[config.mk]
export PLATFORM = sky130hd
export DESIGN_NAME = interest_window_reorder_tracker_core
export DESIGN_NICKNAME = d
export VERILOG_FILES = /design/src/sv/iwrt_pkg.sv /design/src/sv/iwrt_mem.sv /design/src/sv/iwrt_div.sv /design/src/sv/interest_window_reorder_tracker_core.sv
export SDC_FILE = /design/constraint.sdc
export NUM_CORES = 2
export LEC_CHECK = 0
export BUFFER_PORTS_ARGS = -buffer_cell sky130_fd_sc_hd__buf_4
export CAP_MARGIN = 20
export CORE_ASPECT_RATIO = 0.6
export CORE_MARGIN = 2
export CORE_UTILIZATION = 40
export DETAILED_ROUTE_END_ITERATION = 6
export REMOVE_ABC_BUFFERS = 1
export SKIP_CTS_REPAIR_TIMING = 1
export SYNTH_ARGS = -nofsm -noshare
export SYNTH_HDL_FRONTEND = slang
export SYNTH_SLANG_ARGS = --single-unit
[constraint.sdc]
create_clock -name i_clk -period 25.7 [get_ports i_clk]
set_clock_uncertainty 0.2 [all_clocks]
set_input_delay 2.57 -clock i_clk [delete_from_list [all_inputs] [get_ports i_clk]]
set_output_delay 2.57 -clock i_clk [all_outputs]
set_load 0.1 [all_outputs]
[src/sv/iwrt_pkg.sv]
// ----------------------------------------------------------------------------
// iwrt_pkg
// Types and constants shared by the window tracker and reorder buffer.
// ----------------------------------------------------------------------------
package iwrt_pkg;

    localparam int SLOTS      = 64;
    localparam int SLOT_W     = 6;
    localparam int MEM_W      = 9;   // mark bit over an 8-bit retry count
    localparam int DIV_W      = 40;  // growth gain shifted up by 32 bits
    localparam int CFG_IDX_W  = 3;
    localparam int CFG_DATA_W = 16;

    localparam logic [CFG_IDX_W-1:0] CFG_MAX_WINDOW   = 3'd0;
    localparam logic [CFG_IDX_W-1:0] CFG_GROWTH_GAIN  = 3'd1;
    localparam logic [CFG_IDX_W-1:0] CFG_SHRINK       = 3'd2;
    localparam logic [CFG_IDX_W-1:0] CFG_FLOOR_WINDOW = 3'd3;
    localparam logic [CFG_IDX_W-1:0] CFG_RETRY_LIMIT  = 3'd4;

    localparam logic [1:0] FUNC_SEND    = 2'd0;
    localparam logic [1:0] FUNC_DATA    = 2'd1;
    localparam logic [1:0] FUNC_TIMEOUT = 2'd2;

    localparam logic [6:0] NO_FINAL_SLOT = 7'h7F;

    typedef enum logic [2:0] {
        ST_ISSUED    = 3'd0,
        ST_BUFFERED  = 3'd1,
        ST_DELIVERED = 3'd2,
        ST_OUTWIN    = 3'd3,
        ST_IGNORED   = 3'd4,
        ST_RETX      = 3'd5,
        ST_FAILED    = 3'd6,
        ST_NOTSENT   = 3'd7
    } t_status;

    typedef enum logic [3:0] {
        S_IDLE,
        S_RD,
        S_EVAL,
        S_DIV,
        S_MUL,
        S_SHR,
        S_DR_RD,
        S_DR_EVAL,
        S_EMIT,
        S_DR_STEP
    } t_state;

    typedef struct packed {
        logic              rd_en;
        logic [SLOT_W-1:0] rd_addr;
        logic              wr_en;
        logic [SLOT_W-1:0] wr_addr;
        logic [MEM_W-1:0]  wr_data;
    } t_mem_req;

endpackage

[src/sv/iwrt_mem.sv]
// ----------------------------------------------------------------------------
// iwrt_mem
// Slot memory holding the received mark and retry count of each slot, with
// one valid bit per entry so that unwritten entries read as cleared.
// ----------------------------------------------------------------------------
module iwrt_mem (
    input  logic                       i_clk,
    input  logic                       i_rst_n,
    input  iwrt_pkg::t_mem_req         i_req,
    output logic [iwrt_pkg::MEM_W-1:0] o_data
);

    logic [iwrt_pkg::MEM_W-1:0] r_mem [iwrt_pkg::SLOTS];
    logic [iwrt_pkg::SLOTS-1:0] r_vld;
    logic [iwrt_pkg::MEM_W-1:0] r_q;
    logic                       r_qv;

    always_ff @(posedge i_clk) begin
        if (i_req.wr_en) begin
            r_mem[i_req.wr_addr] <= i_req.wr_data;
        end
        if (i_req.rd_en) begin
            r_q <= r_mem[i_req.rd_addr];
        end
    end

    always_ff @(posedge i_clk) begin
        if (!i_rst_n) begin
            r_vld <= '0;
            r_qv  <= 1'b0;
        end else begin
            if (i_req.wr_en) begin
                r_vld[i_req.wr_addr] <= 1'b1;
            end
            if (i_req.rd_en) begin
                r_qv <= r_vld[i_req.rd_addr];
            end
        end
    end

    assign o_data = r_qv ? r_q : '0;

endmodule

[src/sv/iwrt_div.sv]
// ----------------------------------------------------------------------------
// iwrt_div
// Restoring divider producing one quotient bit per cycle.
// ----------------------------------------------------------------------------
module iwrt_div (
    input  logic                       i_clk,
    input  logic                       i_rst_n,
    input  logic                       i_start,
    input  logic [iwrt_pkg::DIV_W-1:0] i_dividend,
    input  logic [31:0]                i_divisor,
    output logic                       o_busy,
    output logic [iwrt_pkg::DIV_W-1:0] o_quot
);

    localparam int CNT_W = $clog2(iwrt_pkg::DIV_W + 1);

    logic [CNT_W-1:0]          r_cnt;
    logic                      r_busy;
    logic [iwrt_pkg::DIV_W-1:0] r_quot;
    logic [31:0]               r_rem;
    logic [31:0]               r_div;
    logic [32:0]               rem_sh;
    logic [32:0]               rem_sub;
    logic                      ge;

    always_comb begin
        rem_sh  = {r_rem, r_quot[iwrt_pkg::DIV_W-1]};
        rem_sub = rem_sh - {1'b0, r_div};
        ge      = rem_sh >= {1'b0, r_div};
    end

    always_ff @(posedge i_clk) begin
        if (!i_rst_n) begin
            r_busy <= 1'b0;
            r_cnt  <= '0;
        end else if (i_start) begin
            r_busy <= 1'b1;
            r_cnt  <= CNT_W'(iwrt_pkg::DIV_W);
        end else if (r_busy) begin
            r_cnt <= r_cnt - 1'b1;
            if (r_cnt == CNT_W'(1)) begin
                r_busy <= 1'b0;
            end
        end
    end

    always_ff @(posedge i_clk) begin
        if (i_start) begin
            r_quot <= i_dividend;
            r_rem  <= '0;
            r_div  <= i_divisor;
        end else if (r_busy) begin
            r_quot <= {r_quot[iwrt_pkg::DIV_W-2:0], ge};
            r_rem  <= ge ? rem_sub[31:0] : rem_sh[31:0];
        end
    end

    assign o_busy = r_busy;
    assign o_quot = r_quot;

endmodule

[src/sv/interest_window_reorder_tracker_core.sv]
// ----------------------------------------------------------------------------
// interest_window_reorder_tracker_core
// Window tracker and reorder buffer for the receiver of a request protocol.
// ----------------------------------------------------------------------------
// The input channel carries one request per event: a send request, a data
// arrival or a timeout. The output channel returns one or more results per
// request; the final one has o_last set. A request is taken only while the
// block is idle, and one request is worked on at a time.
// A data arrival that grows the window runs the 40-step divider for gain
// over window. Each further slot drained from the reorder buffer passes
// through the write-back of the slot, a read of the next slot in the slot
// memory, its decision and the hand-over to the output register.
// Results sit in an output register, so a stalled receiver holds the current
// result and the block waits before placing the next one. After a
// synchronous reset the window equals the floor, all slots read as empty and
// the configuration registers take their default values. Configuration must
// be written by the user only while the block is idle; it is not enforced.
// ----------------------------------------------------------------------------
module interest_window_reorder_tracker_core (
    input  logic                           i_clk,
    input  logic                           i_rst_n,
    input  logic                           i_cfg_we,
    input  logic [iwrt_pkg::CFG_IDX_W-1:0] i_cfg_idx,
    input  logic [iwrt_pkg::CFG_DATA_W-1:0] i_cfg_data,
    input  logic                           i_in_valid,
    output logic                           o_in_stall,
    input  logic [1:0]                     i_func,
    input  logic [31:0]                    i_seq,
    input  logic                           i_final_valid,
    input  logic [31:0]                    i_final_block,
    output logic                           o_out_valid,
    input  logic                           i_out_stall,
    output logic [2:0]                     o_status,
    output logic [31:0]                    o_out_seq,
    output logic [5:0]                     o_slot_index,
    output logic [31:0]                    o_window_q16,
    output logic                           o_download_done,
    output logic                           o_last
);

    localparam int SW = iwrt_pkg::SLOT_W;

    // configuration
    logic [15:0] r_max_window, r_floor, r_shrink;
    logic [7:0]  r_gain, r_retry_limit;

    // control state
    iwrt_pkg::t_state r_state, n_state;
    logic [1:0]  r_func;
    logic [31:0] r_seq, r_fblock;
    logic        r_fvalid;
    logic [31:0] r_next_seq, n_next_seq;
    logic [SW-1:0] r_head, n_head;
    logic [31:0] r_fchunk, n_fchunk;
    logic [6:0]  r_fslot, n_fslot;
    logic [15:0] r_pend, n_pend;
    logic [6:0]  r_buf, n_buf;
    logic [31:0] r_window, n_window;
    logic [SW-1:0] r_h, n_h;
    logic [SW-1:0] r_guard, n_guard;
    logic        r_drain, n_drain;
    logic [47:0] r_prod;

    // staged result
    iwrt_pkg::t_status r_stg_status, n_stg_status;
    logic [31:0] r_stg_seq, n_stg_seq;
    logic [SW-1:0] r_stg_slot, n_stg_slot;
    logic        r_stg_done, n_stg_done, r_stg_last, n_stg_last;

    // output register
    logic        r_out_valid, n_out_valid;
    iwrt_pkg::t_status r_out_status;
    logic [31:0] r_out_seq, r_out_window;
    logic [SW-1:0] r_out_slot;
    logic        r_out_done, r_out_last;
    logic        out_free, push;

    iwrt_pkg::t_mem_req mem_req;
    logic [iwrt_pkg::MEM_W-1:0] mem_q;
    logic        m_mark;
    logic [7:0]  m_retry;

    logic        div_start, div_busy;
    logic [iwrt_pkg::DIV_W-1:0] div_quot;
    logic [40:0] grow_sum;

    // decode of the request in S_EVAL
    logic [SW-1:0] slot, nslot, h1;
    logic [31:0] fc_new;
    logic [6:0]  fs_new;
    logic [6:0]  buf_head;
    logic        can_issue, outside, at_head, accept_d, grow, retx, drain;
    logic [6:0]  dr_buf;
    logic [SW-1:0] dr_h1, dr_guard1;

    iwrt_mem u_mem (
        .i_clk   (i_clk),
        .i_rst_n (i_rst_n),
        .i_req   (mem_req),
        .o_data  (mem_q)
    );

    iwrt_div u_div (
        .i_clk      (i_clk),
        .i_rst_n    (i_rst_n),
        .i_start    (div_start),
        .i_dividend ({r_gain, 32'h0}),
        .i_divisor  (r_window),
        .o_busy     (div_busy),
        .o_quot     (div_quot)
    );

    assign m_mark   = mem_q[8];
    assign m_retry  = mem_q[7:0];
    assign out_free = !r_out_valid || !i_out_stall;
    assign push     = (r_state == iwrt_pkg::S_EMIT) && out_free;
    assign grow_sum = {9'h0, r_window} + {1'b0, div_quot};

    always_comb begin
        slot      = r_seq[SW-1:0];
        nslot     = r_next_seq[SW-1:0];
        h1        = slot + 1'b1;
        can_issue = (r_pend < r_window[31:16]) && (r_next_seq < r_fchunk);
        fc_new    = (r_fvalid && (r_fblock < r_fchunk)) ? r_fblock + 32'd1 : r_fchunk;
        outside   = ((nslot > r_head) && ((slot > nslot) || (slot < r_head)))
                 || ((nslot < r_head) && (slot > nslot) && (slot < r_head));
        fs_new    = (r_seq == fc_new - 32'd1) ? {1'b0, slot} : r_fslot;
        at_head   = (slot == r_head);
        buf_head  = (m_mark && (r_buf != 7'd0)) ? r_buf - 7'd1 : r_buf;
        accept_d  = (r_func == iwrt_pkg::FUNC_DATA) && !outside
                 && (at_head || !m_mark);
        grow      = accept_d && (r_window[31:16] < r_max_window);
        retx      = (r_func == iwrt_pkg::FUNC_TIMEOUT) && !(r_seq >= r_fchunk || m_mark)
                 && !((r_retry_limit != 8'd0) && (m_retry >= r_retry_limit));
        drain     = (r_func == iwrt_pkg::FUNC_DATA) && !outside && at_head
                 && !(({1'b0, h1} >= fs_new) && (buf_head == 7'd0))
                 && (buf_head != 7'd0);
        dr_buf    = r_buf - 7'd1;
        dr_h1     = r_h + 1'b1;
        dr_guard1 = r_guard + 1'b1;
    end

    // next state
    always_comb begin
        n_state = r_state;
        case (r_state)
            iwrt_pkg::S_IDLE: begin
                if (i_in_valid) begin
                    n_state = iwrt_pkg::S_RD;
                end
            end
            iwrt_pkg::S_RD: n_state = iwrt_pkg::S_EVAL;
            iwrt_pkg::S_EVAL: begin
                if (retx) begin
                    n_state = iwrt_pkg::S_MUL;
                end else if (grow && (r_window != 32'h0)) begin
                    n_state = iwrt_pkg::S_DIV;
                end else if (drain) begin
                    n_state = iwrt_pkg::S_DR_RD;
                end else begin
                    n_state = iwrt_pkg::S_EMIT;
                end
            end
            iwrt_pkg::S_DIV: begin
                if (!div_busy) begin
                    n_state = r_drain ? iwrt_pkg::S_DR_RD : iwrt_pkg::S_EMIT;
                end
            end
            iwrt_pkg::S_MUL:     n_state = iwrt_pkg::S_SHR;
            iwrt_pkg::S_SHR:     n_state = iwrt_pkg::S_EMIT;
            iwrt_pkg::S_DR_RD:   n_state = iwrt_pkg::S_DR_EVAL;
            iwrt_pkg::S_DR_EVAL: n_state = iwrt_pkg::S_EMIT;
            iwrt_pkg::S_EMIT: begin
                if (out_free) begin
                    n_state = r_stg_last ? iwrt_pkg::S_IDLE : iwrt_pkg::S_DR_STEP;
                end
            end
            iwrt_pkg::S_DR_STEP: begin
                if (({1'b0, r_h} < r_fslot) && (dr_guard1 < SW'(iwrt_pkg::SLOTS - 1))
                        && (dr_buf != 7'd0)) begin
                    n_state = iwrt_pkg::S_DR_RD;
                end else begin
                    n_state = iwrt_pkg::S_EMIT;
                end
            end
            default: n_state = iwrt_pkg::S_IDLE;
        endcase
    end

    // datapath and outputs
    always_comb begin
        n_next_seq   = r_next_seq;
        n_head       = r_head;
        n_fchunk     = r_fchunk;
        n_fslot      = r_fslot;
        n_pend       = r_pend;
        n_buf        = r_buf;
        n_window     = r_window;
        n_h          = r_h;
        n_guard      = r_guard;
        n_drain      = r_drain;
        n_stg_status = r_stg_status;
        n_stg_seq    = r_stg_seq;
        n_stg_slot   = r_stg_slot;
        n_stg_done   = r_stg_done;
        n_stg_last   = r_stg_last;
        mem_req      = '0;
        div_start    = 1'b0;
        o_in_stall   = (r_state != iwrt_pkg::S_IDLE);

        case (r_state)
            iwrt_pkg::S_RD: begin
                mem_req.rd_en   = 1'b1;
                mem_req.rd_addr = (r_func == iwrt_pkg::FUNC_SEND) ? nslot : slot;
            end
            iwrt_pkg::S_EVAL: begin
                n_stg_seq  = 32'h0;
                n_stg_slot = slot;
                n_stg_done = 1'b0;
                n_stg_last = !drain;
                n_drain    = drain;
                if (accept_d) begin
                    n_pend = (r_pend != 16'h0) ? r_pend - 16'd1 : r_pend;
                    if (grow && (r_window == 32'h0)) begin
                        n_window = 32'hFFFF_FFFF;
                    end
                    div_start = grow && (r_window != 32'h0);
                end
                case (r_func)
                    iwrt_pkg::FUNC_SEND: begin
                        if (can_issue) begin
                            mem_req.wr_en   = 1'b1;
                            mem_req.wr_addr = nslot;
                            mem_req.wr_data = '0;
                            n_buf        = buf_head;
                            n_stg_status = iwrt_pkg::ST_ISSUED;
                            n_stg_seq    = r_next_seq;
                            n_stg_slot   = nslot;
                            n_next_seq   = r_next_seq + 32'd1;
                            n_pend       = (r_pend != 16'hFFFF) ? r_pend + 16'd1 : r_pend;
                        end else begin
                            n_stg_status = iwrt_pkg::ST_NOTSENT;
                            n_stg_slot   = '0;
                        end
                    end
                    iwrt_pkg::FUNC_DATA: begin
                        n_fchunk = fc_new;
                        if (outside) begin
                            n_stg_status = iwrt_pkg::ST_OUTWIN;
                        end else begin
                            n_fslot = fs_new;
                            if (!at_head) begin
                                if (!m_mark) begin
                                    mem_req.wr_en   = 1'b1;
                                    mem_req.wr_addr = slot;
                                    mem_req.wr_data = {1'b1, m_retry};
                                    n_buf        = r_buf + 7'd1;
                                    n_stg_status = iwrt_pkg::ST_BUFFERED;
                                end else begin
                                    n_stg_status = iwrt_pkg::ST_IGNORED;
                                end
                            end else begin
                                mem_req.wr_en   = 1'b1;
                                mem_req.wr_addr = slot;
                                mem_req.wr_data = {1'b0, m_retry};
                                n_buf        = buf_head;
                                n_stg_status = iwrt_pkg::ST_DELIVERED;
                                n_head       = h1;
                                n_h          = h1;
                                n_guard      = '0;
                                if (({1'b0, h1} >= fs_new) && (buf_head == 7'd0)) begin
                                    n_pend     = 16'h0;
                                    n_stg_done = 1'b1;
                                end
                            end
                        end
                    end
                    iwrt_pkg::FUNC_TIMEOUT: begin
                        if ((r_seq >= r_fchunk) || m_mark) begin
                            n_stg_status = iwrt_pkg::ST_IGNORED;
                        end else if (!retx) begin
                            n_stg_status = iwrt_pkg::ST_FAILED;
                        end else begin
                            mem_req.wr_en   = 1'b1;
                            mem_req.wr_addr = slot;
                            mem_req.wr_data = {1'b0, (m_retry != 8'hFF) ? m_retry + 8'd1
                                                                        : m_retry};
                            n_stg_status = iwrt_pkg::ST_RETX;
                            n_stg_seq    = r_seq;
                        end
                    end
                    default: begin
                        n_stg_status = iwrt_pkg::ST_IGNORED;
                        n_stg_slot   = '0;
                    end
                endcase
            end
            iwrt_pkg::S_DIV: begin
                if (!div_busy) begin
                    n_window = (grow_sum[40:32] != 9'h0) ? 32'hFFFF_FFFF : grow_sum[31:0];
                end
            end
            iwrt_pkg::S_SHR: begin
                n_window = (r_prod[47:16] < {r_floor, 16'h0}) ? {r_floor, 16'h0}
                                                              : r_prod[47:16];
            end
            iwrt_pkg::S_DR_RD: begin
                mem_req.rd_en   = 1'b1;
                mem_req.rd_addr = r_h;
            end
            iwrt_pkg::S_DR_EVAL: begin
                // the staged result is the last one unless the next slot holds data
                n_stg_last = !m_mark;
            end
            iwrt_pkg::S_DR_STEP: begin
                mem_req.wr_en   = 1'b1;
                mem_req.wr_addr = r_h;
                mem_req.wr_data = {1'b0, m_retry};
                n_buf        = dr_buf;
                n_stg_status = iwrt_pkg::ST_DELIVERED;
                n_stg_seq    = 32'h0;
                n_stg_slot   = r_h;
                n_stg_done   = 1'b0;
                n_stg_last   = 1'b1;
                if ({1'b0, r_h} >= r_fslot) begin
                    n_pend     = 16'h0;
                    n_head     = dr_h1;
                    n_stg_done = (dr_buf == 7'd0);
                end else begin
                    n_head  = dr_h1;
                    n_h     = dr_h1;
                    n_guard = dr_guard1;
                    if ((dr_guard1 < SW'(iwrt_pkg::SLOTS - 1)) && (dr_buf != 7'd0)) begin
                        n_stg_last = 1'b0;
                    end
                end
            end
            default: begin
            end
        endcase

        if (push) begin
            n_out_valid = 1'b1;
        end else if (!i_out_stall) begin
            n_out_valid = 1'b0;
        end else begin
            n_out_valid = r_out_valid;
        end
    end

    always_ff @(posedge i_clk) begin
        if (!i_rst_n) begin
            r_max_window  <= 16'd64;
            r_gain        <= 8'd1;
            r_shrink      <= 16'd32768;
            r_floor       <= 16'd1;
            r_retry_limit <= 8'd0;
        end else if (i_cfg_we) begin
            case (i_cfg_idx)
                iwrt_pkg::CFG_MAX_WINDOW:   r_max_window  <= i_cfg_data;
                iwrt_pkg::CFG_GROWTH_GAIN:  r_gain        <= i_cfg_data[7:0];
                iwrt_pkg::CFG_SHRINK:       r_shrink      <= i_cfg_data;
                iwrt_pkg::CFG_FLOOR_WINDOW: r_floor       <= i_cfg_data;
                iwrt_pkg::CFG_RETRY_LIMIT:  r_retry_limit <= i_cfg_data[7:0];
                default: begin
                end
            endcase
        end
    end

    always_ff @(posedge i_clk) begin
        if (!i_rst_n) begin
            r_state     <= iwrt_pkg::S_IDLE;
            r_next_seq  <= 32'h0;
            r_head      <= '0;
            r_fchunk    <= 32'hFFFF_FFFF;
            r_fslot     <= iwrt_pkg::NO_FINAL_SLOT;
            r_pend      <= 16'h0;
            r_buf       <= 7'd0;
            r_window    <= 32'h0001_0000;
            r_drain     <= 1'b0;
            r_out_valid <= 1'b0;
        end else begin
            r_state     <= n_state;
            r_next_seq  <= n_next_seq;
            r_head      <= n_head;
            r_fchunk    <= n_fchunk;
            r_fslot     <= n_fslot;
            r_pend      <= n_pend;
            r_buf       <= n_buf;
            r_window    <= n_window;
            r_drain     <= n_drain;
            r_out_valid <= n_out_valid;
        end
    end

    always_ff @(posedge i_clk) begin
        if ((r_state == iwrt_pkg::S_IDLE) && i_in_valid) begin
            r_func   <= i_func;
            r_seq    <= i_seq;
            r_fvalid <= i_final_valid;
            r_fblock <= i_final_block;
        end
        if (r_state == iwrt_pkg::S_MUL) begin
            r_prod <= r_window * r_shrink;
        end
        r_h          <= n_h;
        r_guard      <= n_guard;
        r_stg_status <= n_stg_status;
        r_stg_seq    <= n_stg_seq;
        r_stg_slot   <= n_stg_slot;
        r_stg_done   <= n_stg_done;
        r_stg_last   <= n_stg_last;
        if (push) begin
            r_out_status <= r_stg_status;
            r_out_seq    <= r_stg_seq;
            r_out_slot   <= r_stg_slot;
            r_out_window <= r_window;
            r_out_done   <= r_stg_last && r_stg_done;
            r_out_last   <= r_stg_last;
        end
    end

    assign o_out_valid     = r_out_valid;
    assign o_status        = r_out_status;
    assign o_out_seq       = r_out_seq;
    assign o_slot_index    = r_out_slot;
    assign o_window_q16    = r_out_window;
    assign o_download_done = r_out_done;
    assign o_last          = r_out_last;

    a_buf_bound: assert property (@(posedge i_clk) disable iff (!i_rst_n)
        r_buf <= 7'(iwrt_pkg::SLOTS))
        else $error("reorder buffer count exceeds the slot count");

    a_idle_after_last: assert property (@(posedge i_clk) disable iff (!i_rst_n)
        ($past(r_state) == iwrt_pkg::S_EMIT && r_state == iwrt_pkg::S_IDLE)
            |-> (o_out_valid && o_last))
        else $error("returned to idle without presenting the last result");

    a_shrink_floor: assert property (@(posedge i_clk) disable iff (!i_rst_n)
        (r_state == iwrt_pkg::S_SHR) |=> (r_window >= {$past(r_floor), 16'h0}))
        else $error("window decreased below the floor");

    a_drain_guard: assert property (@(posedge i_clk) disable iff (!i_rst_n)
        (r_state == iwrt_pkg::S_DR_RD) |-> (r_guard < SW'(iwrt_pkg::SLOTS - 1)))
        else $error("drain ran past the slot count");

endmodule
==> flow_summary.yaml <==
routing:
  ant_nets: 0
  drtPass1Iterations: 7
  vias: 55190
  routed_via_density: 5.639
  first_iter_violations: 6497
  route.final.wire_length_mm: 219.2
  drc: 7
  wl_per_cell_um: 22.40
grt:
  grt_pass1_wl_mm: 335.5
  grt_pass1_vias: 52650
  antenna_found_initial: 3
  overflow: 0
  grt_max_degree: 180
  track_usage_pct: 23.27
clock_network:
  clkTransAtPathRegs_ns: 0.07
  clk_latency_ns: 0.79
  root_buffer: "clkbuf_16"
  clock_path_buffers: 3
  htreeDepth: 3
  cts_sinks: 1192
  numCtsBuffers: 116
  cts_tree: "built"
timing:
  relSlewSlack_pct: 18.57
  timing.fmax_mhz: 114.1
  rsz0062_at_grt: "no"
  layout_min_cycle_time_ns: 8.767
  drv_slew: 0
  fin_ws_ns: 16.93
  tightest_slew_ns: 1.209
  finalSetupTns_ns: 0
  finalCritPeriodShare_pct: 34.11
  final-hold-violation-count: 0
  whs_ns: 0.1910
  setup_viol: 0
layout:
  final_layout_size_suffix_gt1_share_pct: 7.959
  areaGrowthSynthToFinish_pct: 10.99
  mostFrequentLayoutCells: "nand2_1, edfxtp_1, inv_1"
  final_common_cell: "nand2_1"
  fin_nets: 8109
  fillers: 17140
outcome:
  status: "finished, violations left"
  violations: "design-rule violations"
critical_path:
  cp_top_family: "compound AO/OA/AOI/OAI gates"
  r2r_end: "r_pend[12]$_SDFFE_PN0P_"
  worstSetupPathType: "reg2reg"
  reg2reg_from: "r_fchunk[22]$_SDFFE_PN1P_"
  startpoint_type: "register"
  r2r_slack_ns: 16.93
  crit_slowest_cell: "a21oi_4"
  cp.required_ns: 26.22
  crit_path_frequent_cell: "a21oi_1"
  critical_path.max_fanout: 19
  setup.worst_path.end: "r_pend[12]$_SDFFE_PN0P_"
  end_kind: "register"
  arrival_ns: 9.29
  critical_path_depth: 36
  ff2ff_path_depth: 36
  critPathLaunch: "r_fchunk[22]$_SDFFE_PN1P_"
  cp.buffers_inverters: 2
  cp_slowest_stage_delay_ns: 0.68
floorplan:
  num_io_pins: 168
  rows: 121
  die-area_um2: 187400
  core_um2: 182000
  initial_core_util_pct: 40.40
  die_w_um: 557.5
  die_h_um: 336.1
place:
  gp_congestion: 0.9308
  io_buffers: 167
  dp_slack_ns: 17.19
  dp_hpwl_mm: 152.7
synthesis:
  synthSimpleGateAreaFrac_pct: 14.92
  synthCells: 7240
  synthesis.area_um2: 73520
  synthMuxAreaShare_pct: 1.365
  synth-compound-area-share_pct: 13.87
  synth-seq-cells: 1192
  synth_async_sr_flop_share_pct: 0
  yosysSeqAreaShare_pct: 44.08
  ys_warn_count: 0
  synth_fa_ha_area_share_pct: 17.84
  synth_area_per_cell_um2: 10.16
  synth_xor_area_share_pct: 2.610
  synth_top_flop_cell: "edfxtp_1"
  yosys.cell_types.count: 97
  synth_edf_count: 854
  synth_top_family_by_area: "adder cells"
power:
  p_total_mw: 5.039
  p_per_area_nw_per_um2: 61.75
  p_leak_nw: 31.88
  irDropWorstVdd_mv: 0.05966
min_path:
  hp-class: "reg2reg"
flow_run:
  maxCapViolations: 0
kinds of logic (layout without fill, tap and decap cells):
group | after synthesis | count (layout)
AND/OR/NAND/NOR | 2373 | 2373
AO/OA/AOI/OAI | 1533 | 1533
flip-flops | 1192 | 1192
buffers and inverters | 1032 | 1117
adder cells (fa/ha/maj) | 797 | 797
XOR/XNOR | 216 | 216
multiplexers | 97 | 97
other | 0 | 3
routing by layer:
layer  track usage, %  up-vias  share of wire [%]
met5                0        -             0.0036
met4            4.914        2                2.0
met3            5.345      267                 10
met2            30.86     2394                 39
met1            37.53    27250                 49
li1                 -    25280                  -
synth_stat cells (13+ instances only):
cell | number | area, um2
buf_2 | 13 | 65.06
or3_1 | 32 | 200.2
nand4_1 | 60 | 375.4
and3_1 | 48 | 300.3
o21bai_1 | 17 | 127.6
and2_1 | 320 | 2002
a21oi_1 | 390 | 1952
mux2_2 | 16 | 180.2
nor2_1 | 399 | 1498
and2_0 | 17 | 106.4
o221a_2 | 16 | 180.2
nand3_1 | 125 | 625.6
clkbuf_1 | 373 | 1400
o21a_1 | 31 | 232.7
a311oi_1 | 82 | 718.2
fa_1 | 419 | 8388
xnor2_1 | 122 | 1069
a22oi_1 | 52 | 390.4
o31ai_1 | 19 | 142.6
o211ai_1 | 49 | 367.9
nand2b_1 | 38 | 237.7
edfxtp_1 | 854 | 25640
nor2b_1 | 41 | 256.5
nand2_1 | 1115 | 4185
dfxtp_1 | 338 | 6766
buf_1 | 33 | 123.9
a211oi_1 | 278 | 2087
a21o_1 | 110 | 825.8
a31oi_1 | 102 | 638.1
nor4_1 | 34 | 212.7
xor2_1 | 92 | 805.8
inv_1 | 608 | 2282
mux2i_1 | 80 | 800.8
ha_1 | 378 | 4730
a21boi_0 | 14 | 105.1
o21ai_0 | 235 | 1176
nor3_1 | 77 | 385.4
how the worst min path moves through the flow:
stage / from / to / slack (ns) / cells past startpoint
2_1_floorplan: r_stg_seq[0]$_SDFFCE_PP0P_ / o_out_seq[0]$_DFFE_PP_ / 0.20 / 0
3_3_place_gp: r_stg_seq[1]$_SDFFCE_PP0P_ / o_out_seq[1]$_DFFE_PP_ / 0.20 / 0
3_5_place_dp: r_stg_slot[1]$_DFFE_PP_ / o_slot_index[1]$_DFFE_PP_ / 0.21 / 0
4_1_cts: r_stg_slot[5]$_DFFE_PP_ / o_slot_index[5]$_DFFE_PP_ / 0.19 / 0
5_1_grt: r_stg_slot[5]$_DFFE_PP_ / o_slot_index[5]$_DFFE_PP_ / 0.21 / 0
6_report: r_stg_slot[5]$_DFFE_PP_ / o_slot_index[5]$_DFFE_PP_ / 0.19 / 0
sequential cells by signal, indices dropped and copies added, names as in the netlist, 32 cells and up:
signal,flops
o_out_seq,32
o_window_q16,32
r_seq,32
u_mem.r_mem,576
r_window,32
r_next_seq,32
u_div.r_div,32
u_div.o_quot,40
r_prod,32
r_fblock,32
u_mem.r_vld,64
r_stg_seq,32
r_fchunk,32
u_div.r_rem,32
layout make-up:
type / count / area, um2 / area share [%]
Clock buffer: 141 / 3226 / 3.953
Sequential cell: 1192 / 32410 / 39.72
Timing Repair Buffer: 286 / 2200 / 2.695
Multi-Input combinational cell: 5016 / 37420 / 45.85
Antenna cell: 3 / 7.507 / 0.009199
Inverter: 609 / 2288 / 2.804
Tap cell: 2460 / 3078 / 3.772
Clock inverter: 81 / 972.2 / 1.191
report_power, final:
| group | internal (mW) | switching (mW) | leakage, nW | total (mW) |
|---|---|---|---|---|
| logic | 0.332 | 0.627 | 20.1 | 0.959 |
| clock network | 1.05 | 0.828 | 2.04 | 1.88 |
| registers | 2.12 | 0.0830 | 9.69 | 2.20 |
| total | 3.50 | 1.54 | 31.9 | 5.04 |
through the flow:
stage               cell area [um2]  utilization, %  std cells
CTS                           81550           44.81       9781
global placement              77330           42.50       9558
finish                        81600           44.84       9788
global route                  81600           44.84       9785
detailed placement            77350           42.50       9559
floorplan                     71910               -       6817
worst reg2reg max path: cells and delay by family (launching register included):
| family | cells | cell delay (ns) |
|---|---|---|
| AOI/OAI and AO/OA | 16 | 3.73 |
| adders and majority gates | 3 | 0.92 |
| buffers and inverters | 2 | 0.36 |
| DFF | 1 | 0.39 |
| muxes | 2 | 0.71 |
| and+or+nand+nor | 13 | 2.42 |
Power figures use the tool's default switching activity.
